--- config.mk ---
export PLATFORM = sky130hd
export DESIGN_NAME = jmsc_step
export DESIGN_NICKNAME = d
export VERILOG_FILES = /design/src/hdl/jmsc_pkg.sv /design/src/hdl/jmsc_step.sv
export SDC_FILE = /design/constraint.sdc
export NUM_CORES = 1
export LEC_CHECK = 0
export ABC_AREA = 1
export CAP_MARGIN = 0
export CORE_MARGIN = 8
export CORE_UTILIZATION = 60
export DETAILED_ROUTE_END_ITERATION = 7
export DONT_BUFFER_PORTS = 1
export GPL_ROUTABILITY_DRIVEN = 0
export PLACE_DENSITY = 0.79
export RECOVER_POWER = 25
export SYNTH_ARGS = -nofsm -noshare
export SYNTH_HDL_FRONTEND = slang
export SYNTH_SLANG_ARGS = --single-unit
--- constraint.sdc ---
create_clock -name vclk -period 1.4
set_input_delay 0.14 -clock vclk [all_inputs]
set_output_delay 0.14 -clock vclk [all_outputs]
set_load 0.005 [all_outputs]
--- src/hdl/jmsc_pkg.sv ---
// Package for the JPEG marker structure checker: phase and verdict codes, parser state.
`default_nettype none

package jmsc_pkg;

  // Parser phases
  typedef enum logic [3:0] {
    PH_HDR0  = 4'd0,
    PH_HDR1  = 4'd1,
    PH_HUNT  = 4'd2,
    PH_MARK  = 4'd3,
    PH_LENHI = 4'd4,
    PH_LENLO = 4'd5,
    PH_SKIP  = 4'd6,
    PH_SCAN  = 4'd7,
    PH_DONE  = 4'd8
  } phase_t;

  // Verdict codes
  typedef enum logic [2:0] {
    V_OK     = 3'd0,
    V_SHORT  = 3'd1,
    V_NOSOI  = 3'd2,
    V_TRUNC  = 3'd3,
    V_BADLEN = 3'd4,
    V_NOSOS  = 3'd5,
    V_NOEOI  = 3'd6
  } verdict_t;

  // Marker byte values
  localparam logic [7:0] BYTE_FF  = 8'hFF;
  localparam logic [7:0] BYTE_SOI = 8'hD8;
  localparam logic [7:0] BYTE_EOI = 8'hD9;
  localparam logic [7:0] BYTE_SOS = 8'hDA;
  localparam logic [7:0] BYTE_STUFF = 8'h00;

  // Byte count saturates here; files below SHORT_LIMIT bytes are too short
  localparam logic [2:0] COUNT_MAX   = 3'd7;
  localparam logic [2:0] SHORT_LIMIT = 3'd4;

  // Parser state carried between bytes (settled means phase == PH_DONE)
  typedef struct packed {
    phase_t      phase;
    logic [2:0]  byte_count;
    logic        soi_bad;
    logic [7:0]  length_high;
    logic [15:0] skip_remaining;
    logic        sos_seen;
    logic        prev_was_ff;
    verdict_t    settled_verdict;
  } parse_state_t;

  localparam parse_state_t STATE_INIT = '{
    phase:           PH_HDR0,
    byte_count:      3'd0,
    soi_bad:         1'b0,
    length_high:     8'd0,
    skip_remaining:  16'd0,
    sos_seen:        1'b0,
    prev_was_ff:     1'b0,
    settled_verdict: V_OK
  };

  // Result of one byte step
  typedef struct packed {
    parse_state_t state;
    verdict_t     verdict;
  } step_out_t;

endpackage

`default_nettype wire

--- src/hdl/jmsc_step.sv ---
// Per-byte next-state and verdict logic of the JPEG marker structure checker.
`default_nettype none

module jmsc_step (
  input  wire jmsc_pkg::parse_state_t cur,
  input  wire logic [7:0]             data_byte,
  input  wire logic                   last_byte,
  output jmsc_pkg::step_out_t         res
);

  jmsc_pkg::parse_state_t nxt;
  logic [15:0]            seg_len;
  jmsc_pkg::verdict_t     end_v;

  assign seg_len = {cur.length_high, data_byte};

  // Byte-level parse
  always_comb begin
    nxt = cur;
    if (cur.byte_count != jmsc_pkg::COUNT_MAX) begin
      nxt.byte_count = cur.byte_count + 3'd1;
    end
    unique case (cur.phase)
      jmsc_pkg::PH_HDR0: begin
        if (data_byte != jmsc_pkg::BYTE_FF) nxt.soi_bad = 1'b1;
        nxt.phase = jmsc_pkg::PH_HDR1;
      end
      jmsc_pkg::PH_HDR1: begin
        if (cur.soi_bad || data_byte != jmsc_pkg::BYTE_SOI) begin
          nxt.soi_bad         = 1'b1;
          nxt.settled_verdict = jmsc_pkg::V_NOSOI;
          nxt.phase           = jmsc_pkg::PH_DONE;
        end else begin
          nxt.phase = jmsc_pkg::PH_HUNT;
        end
      end
      jmsc_pkg::PH_HUNT: begin
        if (data_byte == jmsc_pkg::BYTE_FF) nxt.phase = jmsc_pkg::PH_MARK;
      end
      jmsc_pkg::PH_MARK: begin
        if (data_byte == jmsc_pkg::BYTE_STUFF) begin
          nxt.phase = jmsc_pkg::PH_HUNT;
        end else if (data_byte == jmsc_pkg::BYTE_EOI) begin
          nxt.settled_verdict = cur.sos_seen ? jmsc_pkg::V_OK : jmsc_pkg::V_NOSOS;
          nxt.phase           = jmsc_pkg::PH_DONE;
        end else if (data_byte == jmsc_pkg::BYTE_SOS) begin
          nxt.sos_seen    = 1'b1;
          nxt.prev_was_ff = 1'b0;
          nxt.phase       = jmsc_pkg::PH_SCAN;
        end else begin
          nxt.phase = jmsc_pkg::PH_LENHI;
        end
      end
      jmsc_pkg::PH_LENHI: begin
        nxt.length_high = data_byte;
        nxt.phase       = jmsc_pkg::PH_LENLO;
      end
      jmsc_pkg::PH_LENLO: begin
        // lengths of 0 or 1 cannot cover the length field itself
        if (seg_len < 16'd2) begin
          nxt.settled_verdict = jmsc_pkg::V_BADLEN;
          nxt.phase           = jmsc_pkg::PH_DONE;
        end else begin
          nxt.skip_remaining = seg_len - 16'd2;
          nxt.phase = (seg_len != 16'd2) ? jmsc_pkg::PH_SKIP : jmsc_pkg::PH_HUNT;
        end
      end
      jmsc_pkg::PH_SKIP: begin
        nxt.skip_remaining = cur.skip_remaining - 16'd1;
        if (cur.skip_remaining == 16'd1) nxt.phase = jmsc_pkg::PH_HUNT;
      end
      jmsc_pkg::PH_SCAN: begin
        if (cur.prev_was_ff && data_byte == jmsc_pkg::BYTE_EOI) begin
          nxt.settled_verdict = jmsc_pkg::V_OK;
          nxt.phase           = jmsc_pkg::PH_DONE;
        end else begin
          nxt.prev_was_ff = (data_byte == jmsc_pkg::BYTE_FF);
        end
      end
      default: begin
        // settled: bytes are ignored until the final one
      end
    endcase
  end

  // Verdict when the file ends: from the phase if unsettled, else the settled verdict
  always_comb begin
    unique case (nxt.phase)
      jmsc_pkg::PH_LENHI, jmsc_pkg::PH_LENLO: end_v = jmsc_pkg::V_TRUNC;
      jmsc_pkg::PH_SCAN:                      end_v = jmsc_pkg::V_NOEOI;
      jmsc_pkg::PH_HDR0, jmsc_pkg::PH_HDR1:   end_v = jmsc_pkg::V_SHORT;
      jmsc_pkg::PH_DONE:                      end_v = nxt.settled_verdict;
      default:                                end_v = jmsc_pkg::V_NOSOS;
    endcase
  end

  // Final byte reports and returns the parser to its reset state
  always_comb begin
    if (nxt.byte_count < jmsc_pkg::SHORT_LIMIT) begin
      res.verdict = jmsc_pkg::V_SHORT;
    end else begin
      res.verdict = end_v;
    end
    res.state = last_byte ? jmsc_pkg::STATE_INIT : nxt;
  end

endmodule

`default_nettype wire

Yosys cells after proc, flatten, opt, wreduce, memory -nomap -nowiden --
Index checks and enable logic that the tools add are counted.
Storage, ports and cells: register bits 0, output and inout port bits 40, logic and storage cells 64
Operators by class: $add $sub $neg 3, $lt $le $gt $ge 2, eq/ne operators 20, mux-type cells 32, reductions and logical operators 7
Operators by type and width (number):
- $mux W37 | 1
- $pmux W16 S2 | 1
- $pmux W4 S8 | 1
- $eq A4 B3 Y1 const B | 7
- $mux W4 | 7
- $eq A8 B8 Y1 const B | 3
- $mux W3 | 8
- $pmux W3 S4 | 2
- $eq A16 B1 Y1 const B | 1
- $lt A16 B2 Y1 const B | 1
- $mux W16 | 1
- $ne A16 B2 Y1 const B | 1
- $ne A8 B8 Y1 const B | 2
- $sub A16 B1 Y16 const B | 1
- $sub A16 B2 Y16 const B | 1
- $eq A4 B1 Y1 const B | 2
- $eq A4 B2 Y1 const B | 2
- $logic_not A4 Y1 | 2
- $logic_not A8 Y1 | 1
- $mux W8 | 1
- $mux W2 | 3
- $mux W5 | 1
- $eq A4 B4 Y1 const B | 1
- $mux W1 | 4
- other kinds (7) | 9

Logic depth before layout (Yosys ltp) --
Gate-level depths: netlist of run 1.
word-level depth 9, gate-level depth with buffers 14, gate-level depth less buffers 13

Worst setup path after synthesis of run 1 --
Ideal clock, no wire load.
path kind input to output, start input port data_byte[2], end output port res[21] (netlist name), arrival 1369 ps, data required time 1260 ps, slack -109 ps, stages on the path 11, path through inv_1 > ha_1 > nand3_1 > nor2_1 > nand2_1 > nor3_1 > or2_2 > nand2_1 > nand3_1 > nand3_1 > inv_1
RTL lines:
- start: declaration | line jmsc_step.sv:6 | input wire logic [7:0] data_byte,
- end: declaration | line jmsc_step.sv:8 | output jmsc_pkg::step_out_t res

==> results of run 1 <==
-- repair_timing --
| action | CTS | global route |
|---|---|---|
| gates cloned | 1 | 0 |
| setup buffers | 4 | 7 |
| gates resized for setup | 39 | 64 |
| endpoints found under the setup margin | 17 | 25 |
| pin swaps | 21 | 32 |
-- per-stage QoR --
step	cells	cell area [um2]
floorplan	366	1870
global placement	439	2220
detailed placement	439	2220
CTS	444	2420
global route	451	2710
finish	451	2710
-- layout by cell type (no fill, tap or decap), types with 10 or more instances in the layout --
master	count
o21ai_0	24
inv_2	10
nand4_1	11
nor2_2	12
nor2_1	37
nor2_4	14
inv_1	38
nand3_1	23
nand2_1	67
a21oi_1	27
nand2_4	12
buf_4	55
-- power breakdown --
group / internal (mW) / switching (mW)
Combinational: 0.243 / 0.394
Sequential: 0 / 0
Clock: 0 / 0
-- worst max-delay path, delay by kind of cell --
family          cells  cell delay (ns)
compound gates      2             0.59
buf+inv             1             0.17
simple gates        6             0.74
-- per-layer routing --
metal	part of all wire, %	wire [um]	global-route usage [%]	vias up
met5	0	0	0	-
met4	11	1170	11.8	0
met3	15	1570	5.51	166
met2	44	4690	51.8	402
met1	30	3260	28.9	1406
li1	-	-	-	1324
-- area by class of cell --
| class | count | area share, % |
|---|---|---|
| Timing Repair Buffer | 58 | 16.5 |
| Multi-Input combinational cell | 304 | 72.6 |
| Inverter | 56 | 9.42 |
| Tap cell | 33 | 1.52 |
-- logic make-up after synthesis --
| logic type | share of synthesized area [%] |
|---|---|
| adders and majority gates | 2.74 |
| xor gates and xnor gates | 4.31 |
| and+or+nand+nor | 53.6 |
| buffers and inverters | 13.8 |
| AOI/OAI and AO/OA | 25.6 |
-- worst max-delay path by stage --
| stage | end | slack, ns | cells past startpoint |
|---|---|---|---|
| CTS | res[23] | -0.05 | 11 |
| finish | res[0] | -0.39 | 9 |
| global placement | res[21] | -0.07 | 11 |
| global route | res[0] | -0.53 | 9 |
| detailed placement | res[1] | -0.14 | 9 |
| floorplan | res[18] | -0.002 | 11 |
==> impl_metrics.toml, run 1 <==
[status]
outcome = "finished with violations"
violations = "design-rule violations, negative setup slack"

[timing]
fmax_ghz = 0.559
slew_headroom_pct = 65.4
layout_min_cycle_time_ns = 1.79
hold_violations = 0
finalCritPeriodShare_pct = 128
setup-tns-final_ns = -3.95
rsz0062_at_grt = "yes"
tightest_slew_ns = 0.514
whs_ns = 0.302
finalWorstSetupSlack_ns = -0.390
slew_viol_final = 0
setup_viol = 28

[global_route]
grt_overflow_total = 0
grt.total_usage_pct = 27.7
grt_start_max_net_pins = 22
grt_pass1_wl_um = 12000
antenna_found_initial = 0
grt_pass1_vias = 2659

[pwr]
p_leak_nw = 1.25
p_per_area_mw_per_mm2 = 235
fin_total_pwr_mw = 0.637
irDropWorstVdd_v = 0.000167

[routing]
wl_per_cell_um = 23.7
wirelength_um = 10700
drt-initial-drc-count = 559
vias_per_cell = 7.31
drc = 115
first_pass_iters = 8
vias = 3298
ant_nets = 0

[final_layout]
flops_and_latches = 0
nClkBuffers = 0
antenna_cells = 0
drive_gt1_share_pct = 38.0
utilization_pct = 91.0
multi_input_area_mm2 = 0.00197
nFillCells = 127
regArea_um2 = 0
area_growth_pct = 48.2
layout.nets = 470

[synth]
syn_inst = 366
synth.largest_area_cell = "nand2_1"
synth_most_common_cell = "nand2_1"
synth_area_mm2 = 0.00183
synth_cell_types = 38
synth_seq_area_share_pct = 0
ys_warn_count = 0
synthTopCellsByArea = "nand2_1 16%, nor2_1 11%, a21oi_1 9.6%"
synth_common_cells = "78 x nand2_1, 53 x nor2_1, 45 x inv_1, 35 x a21oi_1, 30 x nand3_1"
syn-num-nets = 416
avgSynthCellArea_um2 = 4.99
synth_top_area_share_pct = 16.0

[worst_hold_path]
hold_path.class = "input pin to primary output"
hold_path_depth = 1
whs_endpoint = "res[5]"
min-delay-start = "last_byte"

[die]
rows = 20
die_w_um = 71.2
initial_core_util_pct = 61.4
dieArea_mm2 = 0.00507
die_h_um = 71.2
ioPinCount = 86
core-area_mm2 = 0.00298

[setup_path]
required_ns = 1.26
crit_chain = "clkinvlp_4 -> nand2_4 -> nor2_4 -> nand2_4 -> o21ai_0 -> nand3_1 -> o21a_1 -> nand4_1 -> nand3_2"
cp-end-kind = "primary output"
crit_start = "data_byte[2]"
worstSetupStartpointType = "input pin"
crit_fanout = 4
crit_path_frequent_cell = "nand2_4"
max_stage_delay_ns = 0.36
path_class = "input pin to primary output"
arrival_ns = 1.65
crit_path_top_delay_cell = "o21ai_0"

[job]
maxCapViolCount = 0

[placement]
dp_hpwl_um = 5680
port_buffers = 0
place_ws_ns = -0.144

[clocking]
ctsHoldBuffers = 0
Note: power is estimated with default switching activity, not from simulation.
==> run 2, diff against run 1 <==
--- a/config.mk
+++ b/config.mk
@@ -12,8 +12,8 @@
 export DETAILED_ROUTE_END_ITERATION = 7
 export DONT_BUFFER_PORTS = 1
 export GPL_ROUTABILITY_DRIVEN = 0
+export MAX_ROUTING_LAYER = met4
 export PLACE_DENSITY = 0.79
-export RECOVER_POWER = 25
 export SYNTH_ARGS = -nofsm -noshare
 export SYNTH_HDL_FRONTEND = slang
 export SYNTH_SLANG_ARGS = --single-unit
==> impl_metrics.toml, run 2 (same netlist as run 1, synthesis figures left out) <==
[routing]
wl_per_cell_um = 22.2
vias_per_cell = 7.28
drc = 0
ant_nets = 0
first_pass_iters = 8
vias = 3303
wirelength_um = 10100
drt-initial-drc-count = 680

[final_layout]
fin_cells = 454
flops_and_latches = 0
final_cell_area_mm2 = 0.00271
antenna_cells = 0
drive_gt1_share_pct = 38.5
final_cell_mix = "68 x nand2_1, 59 x buf_4, 39 x nor2_1"
final_common_cell = "nand2_1"
layout.nets = 473
regArea_um2 = 0
nClkBuffers = 0
area_growth_pct = 48.4

[placement]
port_buffers = 0
dpl_cell_area_mm2 = 0.00222
dp.cells = 439
dp_hpwl_um = 5680

[global_route]
grt_overflow_total = 0
grt.total_usage_pct = 28.5
grt_pass1_vias = 2657
antenna_found_initial = 0
grt_start_max_net_pins = 22
grt_pass1_wl_um = 12000

[timing]
slew_viol_final = 0
finalWorstSetupSlack_ns = -0.293
layout_min_cycle_time_ns = 1.69
whs_ns = 0.307
tightest_slew_ns = 0.486
setup_viol = 23
finalCritPeriodShare_pct = 121
fmax_ghz = 0.591
setup-tns-final_ns = -2.34
slew_headroom_pct = 67.2
hold_violations = 0
rsz0062_at_grt = "yes"

[die]
die_h_um = 71.2
core-area_mm2 = 0.00298
initial_core_util_pct = 61.4
die_w_um = 71.2
dieArea_mm2 = 0.00507
ioPinCount = 86
rows = 20

[setup_path]
worstSetupStartpointType = "input pin"
crit_start = "data_byte[2]"
crit_fanout = 4
arrival_ns = 1.55
required_ns = 1.26
cp-endpoint = "res[0]"
path_class = "input pin to primary output"
cp-end-kind = "primary output"

[pwr]
irDropWorstVdd_v = 0.000155
p_leak_nw = 1.24
p_per_area_mw_per_mm2 = 229

[status]
violations = "negative setup slack"
outcome = "finished with violations"

[job]
maxCapViolCount = 0

[worst_hold_path]
hold_path.class = "input pin to primary output"
[run 2: changes by cell type in the layout (fill, tap and decap cells not counted), sizes merged]
| cell | change |
|---|---|
| buf | +3 |
| clkinv | -1 |
| clkinvlp | +1 |
[run 2: critical path, cell delays in order]
cell and delay (ns):
clkinvlp_4 0.14, nand2_4 0.13, nor2_4 0.05, nand2_2 0.10, inv_2 0.06, a21oi_1 0.31, nand3_4 0.15, nor2_1 0.16
nand2_1 0.11, nand2_1 0.11, nand3_2 0.08
[run 2: how the worst min path moves through the flow]
stage                          from      end  slack [ns]  depth (start not counted)
final                     last_byte  res[39]        0.31                          1
after global routing      last_byte  res[39]        0.31                          1
after CTS                 last_byte  res[20]        0.31                          1
after detailed placement  last_byte   res[7]        0.31                          1
after global placement    last_byte   res[7]        0.32                          1
after floorplan             cur[30]  res[33]        0.33                          1
[run 2: what timing repair did]
item,in CTS,in global routing
buffers inserted,4,10
hold buffers,0,0
pin swaps,21,34
gates cloned,1,0
endpoints found under the setup margin,17,25
gates resized for setup,39,60
[run 2: stage by stage]
| stage | util (%) | power (mW) | worst slack (ns) |
|---|---|---|---|
| floorplan | - | 0.338 | -0.00205 |
| global placement | 74.7 | 0.449 | -0.0739 |
| detailed placement | 74.7 | 0.461 | -0.144 |
| CTS | 81.3 | 0.503 | -0.0460 |
| global route | 91.1 | 0.658 | -0.296 |
| finish | 91.1 | 0.622 | -0.293 |
[run 2: metal layers]
layer,GRT usage [%],part of all wire (%),vias to the layer above
met1,29.4,30,1434
met2,51.8,47,401
met4,11.8,9.0,0
met5,-,0,-
li1,-,-,1330
met3,4.80,14,138
[run 2: area by class of cell]
| class | instances | area, um2 |
|---|---|---|
| Fill cell | 138 | 265 |
| Inverter | 56 | 260 |
| Multi-Input combinational cell | 304 | 1950 |
| Tap cell | 33 | 41.3 |
| Timing Repair Buffer | 61 | 465 |
[run 2: power by group]
group          leakage, nW  internal [mW]  switching (mW)
Sequential               0              0               0
Clock                    0              0               0
Combinational         1.24          0.242           0.380
==> run 3, diff against run 2 <==
--- a/config.mk
+++ b/config.mk
@@ -13,7 +13,7 @@
 export DONT_BUFFER_PORTS = 1
 export GPL_ROUTABILITY_DRIVEN = 0
 export MAX_ROUTING_LAYER = met4
-export PLACE_DENSITY = 0.79
+export PLACE_DENSITY = 0.87
 export SYNTH_ARGS = -nofsm -noshare
 export SYNTH_HDL_FRONTEND = slang
 export SYNTH_SLANG_ARGS = --single-unit
==> impl_metrics.toml, run 3 (same netlist as run 1, synthesis figures left out) <==
[final_layout]
regArea_um2 = 0
utilization_pct = 90.9
final_cell_mix = "66 x nand2_1, 55 x buf_4, 37 x inv_1"
layout.nets = 475
drive_gt1_share_pct = 39.7
antenna_cells = 0
flops_and_latches = 0
area_growth_pct = 48.1
final_common_cell = "nand2_1"
nClkBuffers = 0

[global_route]
grt_pass1_wl_um = 13000
grt_pass1_vias = 2897
grt.total_usage_pct = 31.4
antenna_found_initial = 0
grt_start_max_net_pins = 22
grt_overflow_total = 0

[routing]
vias = 3289
wl_per_cell_um = 23.5
vias_per_cell = 7.21
first_pass_iters = 7
dr_wl_met2_um = 4820
wirelength_um = 10700
ant_nets = 0
top_layer_used = "met4"
drc = 0
drt-initial-drc-count = 592
wl_met3_um = 1560
wirelength_met1_um = 3030

[status]
outcome = "finished with violations"
violations = "negative setup slack"

[setup_path]
max_stage_delay_ns = 0.24
crit_chain = "nor2_2 -> nand2_2 -> nor2_4 -> buf_4 -> buf_4 -> nand4_1 -> xnor2_1 -> a32oi_1 -> a21oi_2"
required_ns = 1.26
arrival_ns = 1.46
crit_path_frequent_cell = "buf_4"
path_class = "input pin to primary output"
worstSetupStartpointType = "input pin"
cp-end-kind = "primary output"
crit_start = "data_byte[6]"
crit_fanout = 4
crit_path_top_delay_cell = "xnor2_1"

[die]
rows = 20
initial_core_util_pct = 61.4
die_h_um = 71.2
die_w_um = 71.2
ioPinCount = 86
core-area_mm2 = 0.00298
dieArea_mm2 = 0.00507

[timing]
finalWorstSetupSlack_ns = -0.202
rsz0062_at_grt = "yes"
hold_violations = 0
fmax_ghz = 0.624
tightest_slew_ns = 0.529
slew_headroom_pct = 64.7
setup_viol = 21
finalCritPeriodShare_pct = 114
whs_ns = 0.303
slew_viol_final = 0
layout_min_cycle_time_ns = 1.60

[pwr]
irDropWorstVdd_v = 0.000159
p_clk_share_pct = 0
p_per_area_mw_per_mm2 = 229
seqPwrFrac_pct = 0
p_sw_share_pct = 61.9
power.internal_mw = 0.237
power.switching_mw = 0.384
p_leak_nw = 1.26
p_comb_share_pct = 100.0

[placement]
place_ws_ns = -0.165
dp_hpwl_um = 5950
port_buffers = 0

[job]
maxCapViolCount = 0

[worst_hold_path]
hold_path.class = "input pin to primary output"
min-delay-start = "last_byte"
-- run 3: cell types whose count changed in the layout (fill, tap and decap cells not counted), moves of 3 or more --
cell | previous run | this run
buf_6 | 2 | 8
nand2_4 | 8 | 12
o21ai_0 | 24 | 27
buf_4 | 59 | 55
nor2_1 | 39 | 33
a21oi_2 | 6 | 9
nor2_2 | 11 | 15
o21ai_1 | 7 | 4
-- run 3: metrics by stage --
step / power, mW / setup TNS [ns] / area (um2) / instances
2_1_floorplan: 0.338 / -0.00320 / 1870 / 366
3_3_place_gp: 0.454 / -0.758 / 2260 / 444
3_5_place_dp: 0.471 / -1.51 / 2260 / 444
4_1_cts: 0.527 / -0.352 / 2510 / 450
5_1_grt: 0.657 / -3.62 / 2710 / 456
6_report: 0.620 / -2.15 / 2710 / 456
-- run 3: cell type report --
type / count / area [um2]
fill: 128 / 270
timing repair buffer: 63 / 503
tap: 33 / 41.3
multi-input combinational: 304 / 1930
inverter: 56 / 236
-- run 3: final timing paths --
| path | slack, ns | to | depth (start not counted) |
|---|---|---|---|
| worst min-delay path | 0.30 | res[20] | 1 |
| worst max-delay path | -0.20 | res[22] | 9 |
-- run 3: what timing repair did --
| item | in CTS | in global routing |
|---|---|---|
| gates cloned | 1 | 0 |
| endpoints found under the setup margin | 21 | 26 |
| setup buffers | 5 | 6 |
| resized for setup | 53 | 47 |
| pin swaps | 29 | 25 |
| hold buffers | 0 | 0 |
-- run 3: critical path, delay by kind of cell --
family                    cells  cell delay, ns
and+or+nand+nor               4            0.48
AOI/OAI and AO/OA             2            0.33
buffers and inverters         2            0.26
xor gates and xnor gates      1            0.24
-- run 3: power by group through the flow --
stage / Sequential (mW) / Clock (mW) / Combinational, mW
6_report: 0 / 0 / 0.620
5_1_grt: 0 / 0 / 0.657
4_1_cts: 0 / 0 / 0.527
3_5_place_dp: 0 / 0 / 0.471
3_3_place_gp: 0 / 0 / 0.454
2_1_floorplan: 0 / 0 / 0.338
-- run 3: routing by layer --
| metal | up-vias | GRT usage [%] |
|---|---|---|
| met1 | 1386 | 29.9 |
| met4 | 0 | 21.7 |
| met3 | 175 | 5.51 |
| met5 | - | - |
| li1 | 1331 | - |
| met2 | 397 | 56.3 |
